File: src/design/dpcr_pkg.sv
// Shared types, widths and saturation helper for the disc pair collision pipeline.
package dpcr_pkg;

	// Widths derived from the fixed field formats (Q16.16 positions, Q8.8 radii)
	localparam int MIND_W     = 25;  // (ra + rb) << 8
	localparam int D2_W       = 51;  // dx^2 + dy^2 and sqrt working width
	localparam int Q_W        = 17;  // normal magnitude, at most 65536
	localparam int NUM_W      = 42;  // division numerator and remainder
	localparam int SQRT_STEPS = 25;
	localparam int DIV_STEPS  = 17;
	localparam int RST_W      = 17;
	localparam int SAT_W      = 37;

	typedef struct packed {
		logic signed [31:0] first_pos_x;
		logic signed [31:0] first_pos_y;
		logic signed [31:0] first_vel_x;
		logic signed [31:0] first_vel_y;
		logic [15:0]        first_radius;
		logic signed [31:0] second_pos_x;
		logic signed [31:0] second_pos_y;
		logic signed [31:0] second_vel_x;
		logic signed [31:0] second_vel_y;
		logic [15:0]        second_radius;
	} dpcr_in_t;

	typedef struct packed {
		logic signed [31:0] new_first_pos_x;
		logic signed [31:0] new_first_pos_y;
		logic signed [31:0] new_first_vel_x;
		logic signed [31:0] new_first_vel_y;
		logic signed [31:0] new_second_pos_x;
		logic signed [31:0] new_second_pos_y;
		logic signed [31:0] new_second_vel_x;
		logic signed [31:0] new_second_vel_y;
		logic               collided;
	} dpcr_out_t;

	// Per-beat context that rides along the whole pipeline
	typedef struct packed {
		dpcr_in_t           pair;
		logic               hit;
		logic [MIND_W-1:0]  mind;
		logic               sx;
		logic               sy;
		logic [MIND_W-1:0]  adx;
		logic [MIND_W-1:0]  ady;
		logic signed [32:0] dvx;
		logic signed [32:0] dvy;
	} dpcr_ctx_t;

	function automatic logic signed [31:0] sat32(input logic signed [SAT_W-1:0] v);
		if (v > 37'sd2147483647)
			return 32'sh7fffffff;
		else if (v < -37'sd2147483648)
			return 32'sh80000000;
		else
			return $signed(v[31:0]);
	endfunction

endpackage

File: src/design/dpcr_front.sv
// Front stages: differences, overlap test, squares and exact collision check.
module dpcr_front import dpcr_pkg::*; (
	input  logic             clk,
	input  logic             arst_n,
	input  logic             advance,
	input  logic             valid,
	input  dpcr_in_t         pair,
	output logic             valid_s3,
	output dpcr_ctx_t        ctx_s3,
	output logic [D2_W-1:0]  d2_s3
);

	logic signed [32:0] dx, dy;
	logic [32:0]        adx, ady;
	logic [16:0]        rsum;
	logic [MIND_W-1:0]  mind;
	dpcr_ctx_t          ctx_c;

	// Stage 1: exact 33-bit differences and box test
	always_comb begin
		dx = $signed({pair.second_pos_x[31], pair.second_pos_x})
			- $signed({pair.first_pos_x[31], pair.first_pos_x});
		dy = $signed({pair.second_pos_y[31], pair.second_pos_y})
			- $signed({pair.first_pos_y[31], pair.first_pos_y});
		adx = dx[32] ? $unsigned(-dx) : $unsigned(dx);
		ady = dy[32] ? $unsigned(-dy) : $unsigned(dy);
		rsum = {1'b0, pair.first_radius} + {1'b0, pair.second_radius};
		mind = {rsum, 8'd0};
		ctx_c.pair = pair;
		ctx_c.hit  = (adx < {8'd0, mind}) && (ady < {8'd0, mind});
		ctx_c.mind = mind;
		ctx_c.sx   = dx[32];
		ctx_c.sy   = dy[32];
		ctx_c.adx  = adx[MIND_W-1:0];
		ctx_c.ady  = ady[MIND_W-1:0];
		ctx_c.dvx  = $signed({pair.second_vel_x[31], pair.second_vel_x})
			- $signed({pair.first_vel_x[31], pair.first_vel_x});
		ctx_c.dvy  = $signed({pair.second_vel_y[31], pair.second_vel_y})
			- $signed({pair.first_vel_y[31], pair.first_vel_y});
	end

	logic               valid_s1, valid_s2;
	dpcr_ctx_t          ctx_s1, ctx_s2;
	logic [D2_W-2:0]    dx2_s2, dy2_s2, m2_s2;
	logic [D2_W-1:0]    d2;
	dpcr_ctx_t          ctx_c3;

	always_ff @(posedge clk or negedge arst_n) begin
		if (!arst_n) begin
			valid_s1 <= 1'b0;
			valid_s2 <= 1'b0;
			valid_s3 <= 1'b0;
		end else if (advance) begin
			valid_s1 <= valid;
			valid_s2 <= valid_s1;
			valid_s3 <= valid_s2;
		end
	end

	// Stage 3 combine: exact distance-squared test
	assign d2 = {1'b0, dx2_s2} + {1'b0, dy2_s2};

	always_comb begin
		ctx_c3     = ctx_s2;
		ctx_c3.hit = ctx_s2.hit && (d2 != '0) && (d2 < {1'b0, m2_s2});
	end

	always_ff @(posedge clk) begin
		if (advance) begin
			ctx_s1     <= ctx_c;
			// Stage 2: squares
			ctx_s2     <= ctx_s1;
			dx2_s2     <= ctx_s1.adx * ctx_s1.adx;
			dy2_s2     <= ctx_s1.ady * ctx_s1.ady;
			m2_s2      <= ctx_s1.mind * ctx_s1.mind;
			ctx_s3     <= ctx_c3;
			d2_s3      <= d2;
		end
	end

endmodule

File: config.mk
export PLATFORM = sky130hd
export DESIGN_NAME = dpcr_front
export DESIGN_NICKNAME = d
export VERILOG_FILES = /design/src/design/dpcr_pkg.sv /design/src/design/dpcr_front.sv
export SDC_FILE = /design/constraint.sdc
export NUM_CORES = 2
export LEC_CHECK = 0
export BUFFER_PORTS_ARGS = -buffer_cell sky130_fd_sc_hd__buf_4
export CORE_MARGIN = 5
export CORE_UTILIZATION = 55
export CTS_CLUSTER_DIAMETER = 60
export DETAILED_ROUTE_END_ITERATION = 6
export PLACE_DENSITY = 0.74
export SLEW_MARGIN = 40
export SYNTH_ARGS = -nofsm -noshare
export SYNTH_HDL_FRONTEND = slang
export SYNTH_SLANG_ARGS = --single-unit
File: constraint.sdc
create_clock -name clk -period 19.8 [get_ports clk]
set_input_delay 1.98 -clock clk [delete_from_list [all_inputs] [get_ports clk]]
set_output_delay 1.98 -clock clk [all_outputs]
set_load 0.02 [all_outputs]
==> impl_metrics.tcl <==
set metrics [dict create \
    period_share_pct 45.3 \
    viasPerCell 5.40 \
    regToRegSetupSlack_ps 10820 \
    path_cells "buf_4 > inv_1 > nor2_1 > fa_1 > fa_1 > fa_1 > fa_1 > fa_1 > fa_1 > fa_1 > ha_1 > nand3_1 > nor2_1 > and3_1 > a32oi_1 > a21bo_1 > nor2_1 > o211ai_1 > a31oi_1 > o41ai_1 > a21oi_1 > o21ai_0 > nor3_1 > a211o_1" \
    fin_cells 11600 \
    grt_pass1_wl_um 376000 \
    reg2reg_from "ctx_s1[69]$_DFFE_PP_" \
    synth-edff-count 1451 \
    hpwl_um 189000 \
    syn_avg_cell_area_um2 12.2 \
    synth_common_cells "inv_1 (1873), edfxtp_1 (1451), fa_1 (1129), ha_1 (742), nand2_1 (538)" \
    critPathLaunchType "flip-flop" \
    clk_path_buf_depth 3 \
    ys_seq_area_share_pct 43.5 \
    min_from "ctx_c3[129]$_DFFE_PP_" \
    die_x_um 437 \
    first_global_vias 67000 \
    crit_arrival_ps 9520 \
    grt_busiest_layer "met2" \
    tightest_slew_ps 855 \
    yosysWarnings 0 \
    netlist-cell-type-count 107 \
    final_layout_size_suffix_gt1_share_pct 12.7 \
    whs_path_depth 0 \
    synth_area_leaders "edfxtp_1 (43%), fa_1 (23%), ha_1 (9.3%)" \
    maxCapViolCount 0 \
    path_class "flip-flop to flip-flop" \
    path_clk_slew_ps 60 \
    slowest_stage "o41ai_1" \
    clk-insertion-delay-late_ps 830 \
    outcome "completed" \
    cts_tree "built" \
    synth_area_um2 100000 \
    period_needed_ps 8980 \
    crit_top_cell "fa_1" \
    grt_max_degree 177 \
    io_pins 776 \
    detail-route-antenna-nets 0 \
    gp_congestion 0.913 \
    ys_ff_latch 1454 \
    nets 11200 \
    fill_cells 13700 \
    numPortBuffers 767 \
    drtPass1Iterations 6 \
    dp_cells 11300 \
    post_cts_buffers 0 \
    dieArea_um2 191000 \
    maxSlewHeadroom_pct 41.5 \
    synthArstFlopShare_pct 0.206 \
    met3_usage_pct 5.66 \
    hold_viol 0 \
    die_y_um 437 \
    grtUsageTotal_pct 25.3 \
    setup_tns_ps 0 \
    synth_top_area_share_pct 43.4 \
    initial_core_util_pct 55.4 \
    synth_largest_area_cell "edfxtp_1" \
    cp.required_ps 20340 \
    numCtsBuffers 158 \
    grt_antenna_before_repair 5 \
    min_to "ctx_s3[129]$_DFFE_PP_" \
    grt_util_met1_pct 32.6 \
    fin_worst_skew_ps 43.6 \
    cts-resized-gates 0 \
    rr_worst_depth 24 \
    core_area_um2 181000 \
    critPathMaxStageDelay_ps 770 \
    setup_viol 0 \
    syn_to_final_growth_pct 14.2 \
    wl_um 240000 \
    grt_use_met2_pct 42.5 \
    synthFlopType "edfxtp_1" \
    route.detailed.drc 0 \
    grt_setup_unrepaired "no" \
    regToRegEndpoint "dy2_s2[49]$_DFFE_PP_" \
    slew_viol_final 0 \
    holdCritPathClass "flip-flop to flip-flop" \
    wl_per_cell_um 20.7 \
    critPathMaxFanout 13 \
    cts_hold_buf 0 \
    synth_cells 8220 \
    max_freq_mhz 111 \
    row_count 156 \
    cts.sinks 1454 \
    crit_path_end_kind "flip-flop" \
    cts_root_buf "clkbuf_16" \
    htreeDepth 4 \
    synth_most_common_cell "inv_1" \
    grt_overflow 0 \
    vias 62500 \
    drtIter0Drc 4315 \
]
per-layer routing:
| metal | wire (um) | up-vias | part of all wire (%) |
|---|---|---|---|
| met5 | 10 | - | 0.0042 |
| met4 | 9290 | 2 | 3.9 |
| met3 | 19200 | 489 | 8.0 |
| met2 | 117000 | 2334 | 49 |
| met1 | 94900 | 31200 | 40 |
| li1 | - | 28500 | - |
metrics by stage:
stage	cell area (um^2)	setup slack [ps]	hold WS, ps	util, %
after floorplan	100000	11920	400	-
after global placement	109000	10690	400	60.2
after detailed placement	109000	11040	405	60.2
after CTS	114000	10980	400	63.2
after global routing	115000	10480	409	63.3
final	115000	10820	396	63.3
worst max path at each step:
stage,slack (ps),to,from
global placement,10690,dx2_s2[49]$_DFFE_PP_,ctx_s1[92]$_DFFE_PP_
CTS,10980,dy2_s2[49]$_DFFE_PP_,ctx_s1[69]$_DFFE_PP_
global route,10480,dy2_s2[49]$_DFFE_PP_,ctx_s1[78]$_DFFE_PP_
finish,10820,dy2_s2[49]$_DFFE_PP_,ctx_s1[69]$_DFFE_PP_
floorplan,11920,dx2_s2[49]$_DFFE_PP_,ctx_s1[94]$_DFFE_PP_
detailed placement,11040,dy2_s2[49]$_DFFE_PP_,ctx_s1[69]$_DFFE_PP_
cell type report:
| cell class | count | area, um^2 | area share, % |
|---|---|---|---|
| timing repair buffer | 851 | 6590 | 5.75 |
| sequential | 1454 | 43600 | 38.1 |
| antenna | 1 | 2.50 | 0.00218 |
| tap | 2370 | 2970 | 2.59 |
| clock buffer | 189 | 4130 | 3.61 |
| multi-input combinational | 4728 | 49000 | 42.8 |
| clock inverter | 107 | 1190 | 1.04 |
| inverter | 1874 | 7030 | 6.14 |
cell usage in the layout, fill, tap and decap left out, drive strengths merged, types with 10 or more instances in the layout:
cell / instances
nor2: 293
o31ai: 20
nand4: 48
o21ai: 158
buf: 851
and2: 301
o21bai: 38
a21o: 133
and4: 12
nor3: 66
o211ai: 23
o21a: 52
o31a: 10
or3: 24
ha: 742
nand2: 538
a211oi: 20
nand2b: 42
a31o: 12
a21boi: 14
o41ai: 11
xor2: 111
a21oi: 266
edfxtp: 1451
clkbuf: 189
nor2b: 67
bufinv: 14
nor4: 20
nand3: 70
fa: 1129
a31oi: 31
xnor2: 235
mux2i: 10
and3: 40
or2: 18
inv: 1896
clkinv: 65
registers in the layout, indices dropped and copies added, names as in the netlist:
register	flops
valid_s1	1
dy2_s2	48
valid_s2	1
d2_s3	51
ctx_c3	423
dx2_s2	48
ctx_s2	1
ctx_s3	424
ctx_s1	424
valid_s3	1
m2_s2	32
logic make-up after synthesis:
kind of cell,share of synthesized area [%]
fa+ha+maj,31.8
mux,0.190
other cells,0.00374
flops,43.5
buf+inv,7.71
xor+xnor,3.03
simple gates,7.89
compound gates,5.92
worst max-delay path: cells and delay by family (launching register included):
family          cells  cell delay [ps]
buf+inv             2              510
fa+ha+maj           8             3970
compound gates      8             2580
flops               1              680
simple gates        6              970
Power is not shown: default switching activity piles up to over one toggle a cycle in this logic, so the estimate is an artifact.
